`src/pcf_pkg.sv`:
```
package pcf_pkg;

   // field widths of the request and response
   localparam int INDEX_W  = 8;
   localparam int COLOR_W  = 16;
   localparam int WEIGHT_W = 5;

   // request function codes
   localparam logic FUNC_WRITE = 1'b0;
   localparam logic FUNC_PIXEL = 1'b1;

   // packed color layout: green in the high half, red and blue in the low half
   localparam logic [31:0] PACK_MASK = 32'h07e0_f81f;

   // full blend weight, one more than the largest register value
   localparam logic [WEIGHT_W:0] WEIGHT_FULL = (WEIGHT_W + 1)'(32);

   // palette write port
   typedef struct packed {
      logic               en;
      logic [INDEX_W-1:0] addr;
      logic [COLOR_W-1:0] data;
   } write_type;

endpackage

```
`src/pcf_palette_ram.sv`:
```
module pcf_palette_ram #(
   parameter int ENTRIES = 256
) (
   input  logic                        clock,
   input  pcf_pkg::write_type          wr,
   input  logic                        rd_en,
   input  logic [pcf_pkg::INDEX_W-1:0] rd_addr,
   output logic [pcf_pkg::COLOR_W-1:0] rd_color
);

   localparam int AW = $clog2(ENTRIES);
   localparam logic [pcf_pkg::INDEX_W:0] LIMIT = (pcf_pkg::INDEX_W + 1)'(ENTRIES);

   logic [pcf_pkg::COLOR_W-1:0] mem [ENTRIES];
   logic [pcf_pkg::COLOR_W-1:0] rd_data_ff;
   logic                        rd_miss_ff;
   logic                        wr_hit;
   logic                        rd_hit;

   // indexes past the end of the palette are dropped on write, read as black
   assign wr_hit = ({1'b0, wr.addr} < LIMIT);
   assign rd_hit = ({1'b0, rd_addr} < LIMIT);

   // write port
   always_ff @(posedge clock) begin
      if (wr.en && wr_hit) begin
         mem[wr.addr[AW-1:0]] <= wr.data;
      end
   end

   // registered read port, holds while not enabled
   always_ff @(posedge clock) begin
      if (rd_en) begin
         rd_data_ff <= mem[rd_addr[AW-1:0]];
         rd_miss_ff <= !rd_hit;
      end
   end

   assign rd_color = rd_miss_ff ? '0 : rd_data_ff;

endmodule

```
`config.mk`:
```
export PLATFORM = sky130hd
export DESIGN_NAME = pcf_palette_ram
export DESIGN_NICKNAME = d
export VERILOG_FILES = /design/src/pcf_pkg.sv /design/src/pcf_palette_ram.sv
export SDC_FILE = /design/constraint.sdc
export NUM_CORES = 2
export LEC_CHECK = 0
export BUFFER_PORTS_ARGS = -buffer_cell sky130_fd_sc_hd__buf_2
export CAP_MARGIN = 0
export CORE_ASPECT_RATIO = 1.4
export CORE_UTILIZATION = 45
export DETAILED_ROUTE_END_ITERATION = 12
export GPL_TIMING_DRIVEN = 0
export HOLD_SLACK_MARGIN = 0.06
export PLACE_DENSITY_LB_ADDON = 0.2
export SETUP_SLACK_MARGIN = 0.5
export SLEW_MARGIN = 40
export SYNTH_ARGS = -nofsm -noshare
export SYNTH_HDL_FRONTEND = slang
export SYNTH_SLANG_ARGS = --single-unit
```
`constraint.sdc`:
```
create_clock -name clock -period 2.5 [get_ports clock]
set_clock_uncertainty 0.1 [all_clocks]
set_input_delay 0.375 -clock clock [delete_from_list [all_inputs] [get_ports clock]]
set_output_delay 0.375 -clock clock [all_outputs]
set_load 0.01 [all_outputs]
```
## After elaboration in Yosys (flattened, before gate mapping)

Memories as Yosys holds them, arrays and structs flattened. A register that Yosys moved wholly into a read port is not among the register bits.
Cells that the tools add are included.

- Register bits: 0
- Bits in writable memories: 4096
- Bits of input ports: 35
- Output and inout bits: 16
- Logic and storage cells: 3
- Memories: 1

Memories:

| name | depth | width | read ports | clocked after memory_dff | wr ports | RTL line | source |
|---|---|---|---|---|---|---|---|
| mem | 256 | 16 | 1 | 1 | 1 | pcf_palette_ram.sv:14 | `logic [pcf_pkg::COLOR_W-1:0] mem [ENTRIES];` |

- Muxes and demuxes: 2

Operators by type and width:

| kind | number |
|---|---|
| 1-bit 2-to-1 mux | 2 |

## Longest topological paths before layout

- Depth after elaboration: 2
- Gate-level depth with buffers: 12
- Depth with buffers taken out: 6

## Worst setup path after synthesis

No wires, ideal clock.

- Kind: input port to flip-flop
- Start point: input rd_addr[0] (netlist name)
- End point: register rd_data_ff[4] (netlist name), read port of mem, data pin
- Library setup time: 265 ps
- Arrival: 2359 ps
- Data required time: 2135 ps
- Setup slack: -224 ps
- Cell stages on the path: 8
- Buffers on the path: 3
- Path through: buf_6 -> buf_6 -> buf_2 -> mux4_2 -> mux4_2 -> a22o_1 -> o32ai_2 -> nor4_2

RTL lines:

| what | RTL line | source |
|---|---|---|
| start: declaration | pcf_palette_ram.sv:7 | `input logic [pcf_pkg::INDEX_W-1:0] rd_addr,` |
| end: declaration | pcf_palette_ram.sv:15 | `logic [pcf_pkg::COLOR_W-1:0] rd_data_ff;` |

==> results.sh <==
export IMPL_yosysTopAreaCellShare_pct=77.72
export IMPL_synth_distinct_cells=51
export IMPL_whs_ps=30.18
export IMPL_worstMarginPinSlew_ps=875.4
export IMPL_design_die_area_sq_um=355500
export IMPL_dp_cells=12240
export IMPL_cts_buffers=392
export IMPL_p_per_area_nw_per_um2=760.0
export IMPL_dieWidth_um=504.2
export IMPL_num_io_pins=51
export IMPL_worst_ir_drop_vdd_mv=0.6590
export IMPL_cp_required_ps=3120
export IMPL_critical_path_class="in -> reg"
export IMPL_postSynthCellCount=7360
export IMPL_violations="negative setup slack"
export IMPL_initial_utilization_pct=45.33
export IMPL_port_buffers=40
export IMPL_synth_area_per_cell_sq_um=21.59
export IMPL_fp_row_count=257
export IMPL_ys_warn_count=0
export IMPL_wire_per_inst_um=40.30
export IMPL_grt_total_usage_pct=29.44
export IMPL_antenna_found_initial=23
export IMPL_grt_ovfl_total=0
export IMPL_synth_area_leaders="edfxtp_1 78%, mux4_2 11%, mux2i_1 3.6%, o221ai_1 1.4%, nor2_1 0.72%"
export IMPL_routed_wl_um=527700
export IMPL_hp_class="in -> reg"
export IMPL_grt_max_degree=103
export IMPL_path_max_fanout=10
export IMPL_end_kind="flop"
export IMPL_layout_min_cycle_time_ps=2945
export IMPL_num_vias=81940
export IMPL_clock_latency_ps=1000
export IMPL_synth_async_reset_ratio_pct=0
export IMPL_drt_antenna_violating_nets=0
export IMPL_min_period_over_period_pct=117.8
export IMPL_clock_fmax_mhz=339.5
export IMPL_cts_root_buf="clkbuf_16"
export IMPL_maxCapViolations=0
export IMPL_cts_sinks=4112
export IMPL_via_per_inst=6.258
export IMPL_synth_seq_cells=4112
export IMPL_grt_pass1_vias=82510
export IMPL_syn2layout_area_growth_pct=19.00
export IMPL_cts_max_level=5
export IMPL_drive_gt1_share_pct=32.48
export IMPL_netlist_area_sq_um=158900
export IMPL_slew_headroom_pct=41.64
export IMPL_yosysSeqAreaShare_pct=77.72
export IMPL_drtIter0Drc=9543
export IMPL_arrival_ps=3560
export IMPL_ys_flop_type="edfxtp_1"
export IMPL_hold_violations=0
export IMPL_core_area_sq_um=350500
export IMPL_setup_ws_ps=-445.3
export IMPL_die_h_um=705.1
export IMPL_synth_edf_count=4112
export IMPL_p_leak_nw=59.27
export IMPL_layout_nets=8144
export IMPL_drc=0
export IMPL_finalPower_mw=143.7
export IMPL_syn_num_nets=7395
export IMPL_path_clk_slew_ps=60
export IMPL_drt_pass1_iter_count=5
export IMPL_slew_viol_final=0
export IMPL_status="finished with violations"
export IMPL_setup_viol=16
export IMPL_cp_start_kind="input port"
export IMPL_dp_hpwl_um=372200
export IMPL_clock_path_buffers=4
export IMPL_grt_pass1_wl_um=706500
export IMPL_final_cells=13090
export IMPL_rsz0062_at_grt="yes"
export IMPL_place_congestion=0.9860
export IMPL_cts_tree="yes"
export IMPL_yosys_area_top_type="edfxtp_1"
-- cells by family after synthesis --
group | share of synthesized area [%]
muxes | 15.48
and+or+nand+nor | 1.573
DFF | 77.72
buffers and inverters | 1.692
AOI/OAI and AO/OA | 3.534
-- cells in the mapped netlist (38+ instances only) --
cell and n:
edfxtp_1 4112, a22oi_1 43, nand2_1 38, mux4_2 797
a21oi_1 175, buf_6 77, o221ai_1 252, o22ai_1 148
mux2i_1 565, nor2_1 304, nor3_1 92, mux2_2 88
buf_2 76, clkbuf_1 230
-- metal layers --
metal	wire length [um]	global-route usage [%]
met5	129	0
met2	264400	49.73
met4	47460	21.92
met3	35900	5.134
met1	179700	33.61
-- power breakdown --
| part | internal [mW] | switching (mW) | total [mW] |
|---|---|---|---|
| clock | 31.9 | 26.2 | 58.0 |
| combinational | 3.18 | 6.45 | 9.63 |
| sequential | 76.0 | 0.0400 | 76.0 |
-- worst paths after layout --
path / slack [ps] / to / cells after the start / startpoint
hold reg to reg: 1190 / rd_data_ff[9] / 6 / mem[219][9]
setup / recovery: -450 / rd_data_ff[0] / 8 / rd_addr[4]
hold / removal: 30 / mem[237][12] / 3 / wr[22]
setup reg to reg: -430 / rd_data_ff[8] / 6 / mem[11][8]
-- placed cells by master, fill, tap and decap left out, types with 44 or more instances in the layout --
cell type and n:
nor3_2 53, o221ai_1 181, buf_16 108, buf_6 62, mux4_2 797, buf_4 111
edfxtp_1 4112, mux2_2 85, a21oi_1 140, o221ai_2 68, clkinv_2 55, o22ai_1 136
nor2_4 257, clkbuf_4 58, clkbuf_2 108, buf_8 98, buf_2 58, clkbuf_1 126
nor2_1 44, mux2i_1 563, clkinv_1 94, buf_12 121, clkbuf_16 397
-- stage by stage --
step	TNS [ps]	setup WS [ps]	instance area, sq um	util [%]
global route	-5068	-405.2	189000	53.93
floorplan	-1131	-84.64	159900	-
CTS	-5213	-349.8	187600	53.52
detailed placement	-2722570	-2850	171900	49.04
global placement	-	-5176	166000	47.35
finish	-5918	-445.3	189100	53.94
-- cell type report --
cell class              count  area [sq um]
fillers                 26590        161400
flip-flops and latches   4112        123500
multi-input cells        2792         37150
clock buffers             487         10190
repair buffers            355          6240
well taps                4662          5833
plain buffers             452          4163
clock inverters           213          1947
diodes                     17         42.54
inverters                   4         23.77
-- critical path, stage by stage --
cell,delay [ps]
clkbuf_2,440
clkbuf_2,490
buf_8,220
clkbuf_1,440
a31oi_1,200
a22oi_2,400
nand4_1,320
nor4_4,610
-- flip-flops by register name, summed over array words and instances (netlist names) --
name        flops
mem          4096
rd_data_ff     16
-- repair_timing --
action | in CTS | in global routing
gates cloned | 0 | 0
pin swaps | 104 | 92
resized for setup | 569 | 119
hold buffers | 23 | 6
endpoints found under the hold margin | 2265 | 53
buffers inserted | 56 | 54
setup endpoints to repair | 3104 | 2327
Note: power is estimated with default switching activity, not from simulation.
