**src/pcf_pkg.sv**
```systemverilog
package pcf_pkg;

   // field widths of the request and response
   localparam int INDEX_W  = 8;
   localparam int COLOR_W  = 16;
   localparam int WEIGHT_W = 5;

   // request function codes
   localparam logic FUNC_WRITE = 1'b0;
   localparam logic FUNC_PIXEL = 1'b1;

   // packed color layout: green in the high half, red and blue in the low half
   localparam logic [31:0] PACK_MASK = 32'h07e0_f81f;

   // full blend weight, one more than the largest register value
   localparam logic [WEIGHT_W:0] WEIGHT_FULL = (WEIGHT_W + 1)'(32);

   // palette write port
   typedef struct packed {
      logic               en;
      logic [INDEX_W-1:0] addr;
      logic [COLOR_W-1:0] data;
   } write_type;

endpackage

```
**src/pcf_mix.sv**
```systemverilog
module pcf_mix (
   input  logic [pcf_pkg::COLOR_W-1:0]  first_color,
   input  logic [pcf_pkg::COLOR_W-1:0]  second_color,
   input  logic [pcf_pkg::WEIGHT_W-1:0] weight,
   output logic [pcf_pkg::COLOR_W-1:0]  pixel
);

   logic [31:0]                 first_packed;
   logic [31:0]                 second_packed;
   logic [pcf_pkg::WEIGHT_W:0]  first_share;
   logic [31:0]                 blend_sum;
   logic [31:0]                 blended;
   logic [pcf_pkg::COLOR_W-1:0] folded;

   // spread each color so every channel has headroom above it
   assign first_packed  = ({16'h0, first_color} | {first_color, 16'h0}) & pcf_pkg::PACK_MASK;
   assign second_packed = ({16'h0, second_color} | {second_color, 16'h0}) & pcf_pkg::PACK_MASK;

   // weighted sum of all channels at once, fits in 32 bits
   assign first_share = pcf_pkg::WEIGHT_FULL - {1'b0, weight};
   assign blend_sum   = first_packed * 32'(first_share) + second_packed * 32'(weight);
   assign blended     = (blend_sum >> pcf_pkg::WEIGHT_W) & pcf_pkg::PACK_MASK;

   // fold back to rgb565 and swap bytes
   assign folded = blended[15:0] | blended[31:16];
   assign pixel  = {folded[7:0], folded[15:8]};

endmodule

```
**config.mk**
```make
export PLATFORM = sky130hd
export DESIGN_NAME = pcf_mix
export DESIGN_NICKNAME = d
export VERILOG_FILES = /design/src/pcf_pkg.sv /design/src/pcf_mix.sv
export SDC_FILE = /design/constraint.sdc
export NUM_CORES = 1
export LEC_CHECK = 0
export BUFFER_PORTS_ARGS = -buffer_cell sky130_fd_sc_hd__buf_2
export CORE_MARGIN = 3
export CORE_UTILIZATION = 40
export DETAILED_ROUTE_END_ITERATION = 10
export SKIP_LAST_GASP = 1
export SLEW_MARGIN = 20
export SYNTH_ARGS = -nofsm -noshare
export SYNTH_HDL_FRONTEND = slang
export SYNTH_SLANG_ARGS = --single-unit
export TNS_END_PERCENT = 10
```
**constraint.sdc**
```tcl
create_clock -name vclk -period 9.07
set_input_delay 1.3605 -clock vclk [all_inputs]
set_output_delay 1.3605 -clock vclk [all_outputs]
set_load 0.005 [all_outputs]
```
* Yosys cells after proc, flatten, opt, wreduce, memory -nomap -nowiden *
Cells that the tools add are included.

cells by class
  $add $sub $neg = 2
  $mul = 2
  bitwise operators = 3

operators with widths
  cell                                                               count
  16-bit by 27-bit bitwise OR with 27-bit output                     2
  32-bit adder                                                       1
  27-bit by 5-bit multiplier with 32-bit output                      1
  27-bit by 6-bit multiplier with 32-bit output                      1
  16-bit by 11-bit bitwise OR with 16-bit output                     1
  6-bit by 5-bit subtractor with 6-bit output, first input constant  1

word-level totals
  register bits after elaboration = 0
  bits of input ports = 37
  output and inout port bits = 16

* Logic depth before layout (Yosys ltp) *
Gate-level depths: netlist of the first run.

  depth after elaboration = 4
  mapped depth = 23

* Least setup slack after synthesis of the first run *
OpenSTA, ideal clock, no wires.

  path type = in2out
  from = input port weight[2] in the netlist's numbering
  to = output port pixel[1] in the netlist's numbering
  data arrival time = 6.922 ns
  data required time = 7.709 ns
  slack = 0.787 ns
  stages on the path = 19
  path through = clkbuf_1 -> nor3_1 -> nor3b_1 -> clkbuf_1 -> nand2_1 -> fa_1 -> fa_1 -> inv_1 -> fa_1 -> fa_1 -> inv_1 -> fa_1 -> inv_1 -> ha_1 -> and2_1 -> a221o_1 -> a21o_2 -> or4_1 -> nand3_1

on the way
  longest elaborated chain between the ends = 4

RTL lines
  item                                                line           text
  from (decl)                                         pcf_mix.sv:4   input logic [pcf_pkg::WEIGHT_W-1:0] weight,
  6-bit by 5-bit subtractor with 6-bit output         pcf_mix.sv:20  assign first_share = pcf_pkg::WEIGHT_FULL - {1'b0, weight};
  27-bit by 6-bit multiplier with 32-bit output       pcf_mix.sv:21  assign blend_sum = first_packed * 32'(first_share) + second_packed * 32'(weight);
  32-bit adder (*)                                    pcf_mix.sv:21
  16-bit by 11-bit bitwise OR with 16-bit output (*)  pcf_mix.sv:25  assign folded = blended[15:0] | blended[31:16];
  to (decl)                                           pcf_mix.sv:5   output logic [pcf_pkg::COLOR_W-1:0] pixel

Every way passes the cells marked *; elsewhere a longest branch is shown, timed or not.

* Worst setup path after layout of the first run *
  from = input port weight[0] in the netlist's numbering
  to = output port pixel[2] in the netlist's numbering

Same word-level chain as after synthesis.

==> impl_table.tex, run 1 <==
\begin{tabular}{lr}
\hline
Metric & Value \\
\hline
\multicolumn{2}{l}{\textbf{Power}} \\
Switching power total & 0.9158 mW \\
Clock network fraction of total power & 0\% \\
Pleak & 3.603 nW \\
PD cells & 247.6 nW/µm² \\
Worst voltage drop across the vdd grid & 267.0 µV \\
Internal power & 0.7372 mW \\
Portion of total power attributed to sequential cells & 0\% \\
Portion of total power attributed to combinational logic & 100.0\% \\
Proportion of total power due to net switching & 55.40\% \\
Power, Total & 1.653 mW \\
\multicolumn{2}{l}{\textbf{Synth}} \\
Average size of a mapped cell & 8.388 µm² \\
Synthesized netlist net count & 990 \\
Synth warnings & 0 \\
Proportion of synthesized chip area in sequential cells & 0\% \\
Post-synth cell types & 50 \\
Post-synthesis cell area & 6173 µm² \\
Mapped Cells & 736 \\
\multicolumn{2}{l}{\textbf{Drt}} \\
Drt wl/cell & 14.30 µm \\
Detail Route Antenna Nets & 0 \\
Final routed DRC violation total & 0 \\
Total number of vias & 4706 \\
Detailed-routing iteration count for the pre-antenna-repair pass & 4 \\
Count of routing violations after the opening detailed-route iteration & 131 \\
Total wire length & 13.80 mm \\
Vias/cell & 4.877 \\
\multicolumn{2}{l}{\textbf{Clock network}} \\
Resized Gates After CTS & 0 \\
Buffers inserted by post-CTS timing repair & 0 \\
Count of hold-fix buffers inserted at cts & 0 \\
\multicolumn{2}{l}{\textbf{STA}} \\
Number of max-slew violations in the final report & 0 \\
Highest clock rate & 118.0 MHz \\
Setup tns final & 0 ps \\
Ratio of final minimum period to clock period & 93.44\% \\
Hold Fails Final Rpt & 0 \\
Slew headroom & 62.03\% \\
RSZ-0062 raised after global routing & false \\
Number of failing setup endpoints in the final timing report & 0 \\
Worst Tran Pin Value & 569.5 ps \\
Post-route minimum period & 8475 ps \\
\multicolumn{2}{l}{\textbf{Layout}} \\
Area growth syn-to-layout & 8.127\% \\
Filler cells & 1497 \\
Flip-flop and latch count & 0 \\
Fin util & 45.07\% \\
Total non-filler cell area in the finished layout & 6675 µm² \\
Area used by sequential logic in the layout & 0 µm² \\
Net count, final & 1037 \\
Commonest cells after routing, fill and taps aside & sky130\_fd\_sc\_hd\_\_inv\_1, sky130\_fd\_sc\_hd\_\_fa\_1, sky130\_fd\_sc\_hd\_\_ha\_1, sky130\_fd\_sc\_hd\_\_and2\_1, sky130\_fd\_sc\_hd\_\_nand2\_1 \\
Final-layout clock buffer total & 0 \\
Share of final-layout standard cells stronger than drive strength 1 & 9.987\% \\
Most common cell after layout, fill and taps aside & sky130\_fd\_sc\_hd\_\_inv\_1 \\
Diode count & 0 \\
\multicolumn{2}{l}{\textbf{Worst setup path}} \\
Crit path top cell by count & sky130\_fd\_sc\_hd\_\_fa\_1 \\
WP data required & 7710 ps \\
Worst path arrival time & 7110 ps \\
Slowest-stage cell, CP & sky130\_fd\_sc\_hd\_\_fa\_1 \\
Stage delay of the slowest cell on the critical path & 550 ps \\
Count of buffer and inverter cells on the critical path & 7 \\
Cells along the critical path & buf\_2, inv\_1, ha\_1, nand2\_1, xor2\_1, buf\_4, nand2\_1, fa\_1, inv\_1, fa\_1, inv\_1, fa\_1, fa\_1, fa\_1, inv\_1, ha\_1, nand3\_1, or2\_2, o311ai\_2, a41oi\_1, xnor2\_1, buf\_2 \\
Category of the most critical setup path & in -> out \\
Largest driver fanout on the critical path & 13 \\
Startpoint kind of the worst setup timing path & input port \\
CP endpoint kind & primary output \\
Kind of cell with the highest combined delay on the critical path & adder cells \\
\multicolumn{2}{l}{\textbf{Floorplan}} \\
X dimension of the die & 130.2 µm \\
Row Count & 44 \\
Die area & 16960 µm² \\
Total core area & 14810 µm² \\
Top-Level Pins & 53 \\
Die H & 130.2 µm \\
Initial core utilization & 41.69\% \\
\multicolumn{2}{l}{\textbf{Global routing}} \\
Via count of the first global-routing pass & 4920 \\
Total congestion overflow & 0 \\
Global routing usage summed across all routing layers & 17.27\% \\
Antenna violations before repair & 0 \\
Largest net degree at the start of global routing & 23 \\
First-pass GRT wire length & 24.03 mm \\
\multicolumn{2}{l}{\textbf{Placed design}} \\
Number of buffer cells added on primary ports & 53 \\
HPWL after detailed placement & 12.38 mm \\
Instance area after placement & 6675 µm² \\
Routability congestion estimate from global placement & 0.8253 \\
\multicolumn{2}{l}{\textbf{Min path}} \\
Hold crit path type & in -> out \\
\multicolumn{2}{l}{\textbf{Run}} \\
Total of max-cap violations & 0 \\
\multicolumn{2}{l}{\textbf{Status}} \\
Result of the run & finished clean \\
\hline
\end{tabular}
-- power groups by stage --
stage	clock (mW)	combinational, mW	sequential (mW)
floorplan	0	1.17	0
global placement	0	1.67	0
detailed placement	0	1.66	0
CTS	0	1.68	0
global route	0	1.88	0
finish	0	1.65	0
-- path summary, 6_finish.rpt --
path,cells past startpoint,start,slack (ps),end
max,22,weight[0],590,pixel[2]
min,5,first_color[10],3230,pixel[2]
-- layout make-up --
| type | count | area (µm²) | area share, % |
|---|---|---|---|
| inverters | 180 | 675.6 | 10.12 |
| well taps | 184 | 230.2 | 3.449 |
| multi-input cells | 539 | 5436 | 81.44 |
| repair buffers | 62 | 332.8 | 4.986 |
-- worst min-delay path: cells and delay by family --
| family | cells | cell delay [ps] |
|---|---|---|
| XOR/XNOR | 2 | 210 |
| buffers and inverters | 2 | 230 |
| AND/OR/NAND/NOR | 1 | 70 |
-- kinds of logic after synthesis --
logic type | Yosys count | synth area share (%)
xor gates and xnor gates | 21 | 2.979
adders and majority gates | 217 | 57.48
and+or+nand+nor | 236 | 19.96
AOI/OAI and AO/OA | 65 | 7.560
buffers and inverters | 197 | 12.02
-- routing by layer --
layer	global-route usage, %	wire length [µm]	vias up
met5	0	0	-
met4	1.528	151	0
met3	1.105	440	8
met2	28.49	6217	62
met1	25.96	6990	2282
li1	-	-	2354
-- cell usage after synthesis, drive strengths merged, types with 2 or more instances --
cell | count | area [µm²]
o21ai | 8 | 40.04
xor2 | 4 | 35.03
and2 | 101 | 631.9
or3 | 3 | 25.03
ha | 106 | 1326
or2 | 2 | 12.51
a211oi | 3 | 22.52
nand2b | 2 | 12.51
a31oi | 2 | 12.51
a21oi | 24 | 123.9
nand4 | 5 | 31.28
and4 | 3 | 28.78
inv | 180 | 675.7
a21o | 7 | 55.06
nor3 | 3 | 20.02
buf | 2 | 10.01
fa | 111 | 2222
a211o | 3 | 27.53
a221oi | 2 | 23.77
nand2 | 90 | 340.3
nand3 | 9 | 45.04
xnor2 | 17 | 148.9
clkbuf | 15 | 56.30
nor2 | 14 | 52.55
o22ai | 2 | 12.51
a221o | 3 | 30.03
-- through the flow --
step | hold slack (ps) | std cells | worst slack (ps)
5_1_grt | 3275 | 965 | 230.4
3_3_place_gp | 3240 | 965 | 616.1
6_report | 3234 | 965 | 594.7
2_1_floorplan | 2956 | 736 | 787.1
3_5_place_dp | 3237 | 965 | 578.3
4_1_cts | 3240 | 965 | 528.0
Note: power is estimated with default switching activity, not from simulation.
==> inputs of run 2 (changes only) <==
--- a/config.mk
+++ b/config.mk
@@ -6,9 +6,12 @@
 export NUM_CORES = 1
 export LEC_CHECK = 0
 export BUFFER_PORTS_ARGS = -buffer_cell sky130_fd_sc_hd__buf_2
+export CELL_PAD_IN_SITES_DETAIL_PLACEMENT = 1
+export CELL_PAD_IN_SITES_GLOBAL_PLACEMENT = 2
 export CORE_MARGIN = 3
-export CORE_UTILIZATION = 40
+export CORE_UTILIZATION = 39
 export DETAILED_ROUTE_END_ITERATION = 10
+export PLACE_DENSITY_LB_ADDON = 0.1
 export SKIP_LAST_GASP = 1
 export SLEW_MARGIN = 20
 export SYNTH_ARGS = -nofsm -noshare
==> impl_table.tex, run 2 (same netlist as run 1, synthesis figures left out) <==
\begin{tabular}{lr}
\hline
Metric & Value \\
\hline
\multicolumn{2}{l}{\textbf{Status}} \\
Result of the run & finished clean \\
\multicolumn{2}{l}{\textbf{Run}} \\
Total of max-cap violations & 0 (unchanged) \\
\multicolumn{2}{l}{\textbf{Drt}} \\
Total number of vias & 4885 (+3.8\%) \\
Detail Route Antenna Nets & 0 (unchanged) \\
Count of routing violations after the opening detailed-route iteration & 170 (+30\%) \\
Drt wl/cell & 16.44 µm (+15\%) \\
Vias/cell & 4.914 (+0.78\%) \\
Total wire length & 16.34 mm (+18\%) \\
Final routed DRC violation total & 0 (unchanged) \\
Detailed-routing iteration count for the pre-antenna-repair pass & 4 (unchanged) \\
\multicolumn{2}{l}{\textbf{Layout}} \\
Diode count & 0 (unchanged) \\
Final-layout clock buffer total & 0 (unchanged) \\
Share of final-layout standard cells stronger than drive strength 1 & 10.09\% (+0.10 points) \\
Fin util & 43.71\% (-1.4 points) \\
Cell Count, Final, Fillers Out & 994 (+3.0\%) \\
Flip-flop and latch count & 0 (unchanged) \\
Area growth syn-to-layout & 8.837\% \\
Commonest cells after routing, fill and taps aside & sky130\_fd\_sc\_hd\_\_inv\_1, sky130\_fd\_sc\_hd\_\_fa\_1, sky130\_fd\_sc\_hd\_\_ha\_1, sky130\_fd\_sc\_hd\_\_and2\_1, sky130\_fd\_sc\_hd\_\_nand2\_1 \\
Area used by sequential logic in the layout & 0 µm² (unchanged) \\
Most common cell after layout, fill and taps aside & sky130\_fd\_sc\_hd\_\_inv\_1 \\
Net count, final & 1039 (+0.19\%) \\
\multicolumn{2}{l}{\textbf{Worst setup path}} \\
Slowest-stage cell, CP & sky130\_fd\_sc\_hd\_\_fa\_1 \\
Largest driver fanout on the critical path & 12 (-1) \\
Count of buffer and inverter cells on the critical path & 8 (+1) \\
CP endpoint kind & primary output \\
Startpoint kind of the worst setup timing path & input port \\
Worst path arrival time & 7320 ps (+210 ps) \\
Category of the most critical setup path & in -> out \\
First element of the critical path & weight[1] \\
Kind of cell with the highest combined delay on the critical path & adder cells \\
Crit path top cell by count & sky130\_fd\_sc\_hd\_\_fa\_1 \\
Cells along the critical path & buf\_2, buf\_4, inv\_1, ha\_1, xnor2\_1, buf\_4, nand2\_1, fa\_1, inv\_1, fa\_1, inv\_1, fa\_1, fa\_1, fa\_1, inv\_1, ha\_1, nand3\_1, or2\_2, o311ai\_2, a41oi\_1, xnor2\_1, buf\_2 \\
WP data required & 7710 ps (about the same) \\
Stage delay of the slowest cell on the critical path & 550 ps (about the same) \\
\multicolumn{2}{l}{\textbf{Floorplan}} \\
Die area & 17380 µm² (+2.4\%) \\
Initial core utilization & 40.16\% (-1.5 points) \\
Top-Level Pins & 53 (unchanged) \\
Die H & 131.8 µm (+1.2\%) \\
X dimension of the die & 131.8 µm (+1.2\%) \\
Total core area & 15370 µm² (+3.8\%) \\
Row Count & 45 (+2.3\%) \\
\multicolumn{2}{l}{\textbf{Power}} \\
Pleak & 3.612 nW (+0.23\%) \\
Worst voltage drop across the vdd grid & 340.6 µV (+28\%) \\
PD cells & 251.5 nW/µm² (+1.5\%) \\
\multicolumn{2}{l}{\textbf{STA}} \\
Setup tns final & 0 ps (unchanged) \\
Highest clock rate & 115.2 MHz (-2.4\%) \\
Number of max-slew violations in the final report & 0 (unchanged) \\
Post-route minimum period & 8680 ps (+204.6 ps) \\
Slew headroom & 57.11\% (-4.9 points) \\
Worst Tran Pin Value & 643.4 ps (+73.89 ps) \\
Hold Fails Final Rpt & 0 (unchanged) \\
RSZ-0062 raised after global routing & false \\
Number of failing setup endpoints in the final timing report & 0 (unchanged) \\
Ratio of final minimum period to clock period & 95.70\% (+2.3 points) \\
\multicolumn{2}{l}{\textbf{Global routing}} \\
Via count of the first global-routing pass & 5349 (+8.7\%) \\
Largest net degree at the start of global routing & 20 (-13\%) \\
First-pass GRT wire length & 28.02 mm (+17\%) \\
Global routing usage summed across all routing layers & 19.53\% (+2.3 points) \\
Total congestion overflow & 0 (unchanged) \\
Antenna violations before repair & 0 (unchanged) \\
\multicolumn{2}{l}{\textbf{Placed design}} \\
Count of placed standard cells including taps & 994 (+3.0\%) \\
Routability congestion estimate from global placement & 0.8461 (+2.5\%) \\
HPWL after detailed placement & 14.80 mm (+20\%) \\
Number of buffer cells added on primary ports & 53 (unchanged) \\
\multicolumn{2}{l}{\textbf{Min path}} \\
Worst hold start & second\_color[0] \\
Hold crit path type & in -> out \\
\multicolumn{2}{l}{\textbf{Clock network}} \\
Resized Gates After CTS & 0 (unchanged) \\
Buffers inserted by post-CTS timing repair & 0 (unchanged) \\
Count of hold-fix buffers inserted at cts & 0 (unchanged) \\
\hline
\end{tabular}
run 2: changes by cell type in the layout (fill, tap and decap cells not counted):
cell | before | now
sky130_fd_sc_hd__nor3b_2 | 1 | 0
sky130_fd_sc_hd__nor3b_1 | 0 | 1
sky130_fd_sc_hd__buf_4 | 9 | 11
run 2: layout make-up:
| type | count | area, µm² |
|---|---|---|
| fillers | 1899 | 8652 |
| well taps | 211 | 264.0 |
| inverters | 180 | 675.6 |
| multi-input cells | 539 | 5431 |
| repair buffers | 64 | 347.8 |
run 2: per-stage QoR:
stage	worst slack [ps]	area, µm²	power, mW	hold slack [ps]
after CTS	306.4	6719	1.716	3275
after global routing	10.96	6719	1.924	3320
after detailed placement	312.2	6719	1.695	3269
after floorplan	787.1	6173	1.171	2956
final	390.1	6719	1.690	3271
after global placement	509.2	6719	1.670	3267
run 2: final timing paths:
path	to	slack, ps	depth (start not counted)
worst min-delay path	pixel[8]	3270	4
worst max-delay path	pixel[2]	390	22
run 2: layer usage:
metal	part of all wire, %	track usage (%)
met5	0	0
met4	0.84	1.342
met3	2.2	0.8397
met2	48	33.21
met1	49	29.06
run 2: where the power goes:
part / total, mW / switching [mW] / internal (mW) / leakage [nW]
registers: 0 / 0 / 0 / 0
clock network: 0 / 0 / 0 / 0
logic: 1.69 / 0.945 / 0.745 / 3.61
run 2: tightest hold or removal path: cells and delay by family:
family / cells / cell delay, ps
AOI/OAI and AO/OA: 1 / 210
xor gates and xnor gates: 1 / 70
buffers and inverters: 2 / 270
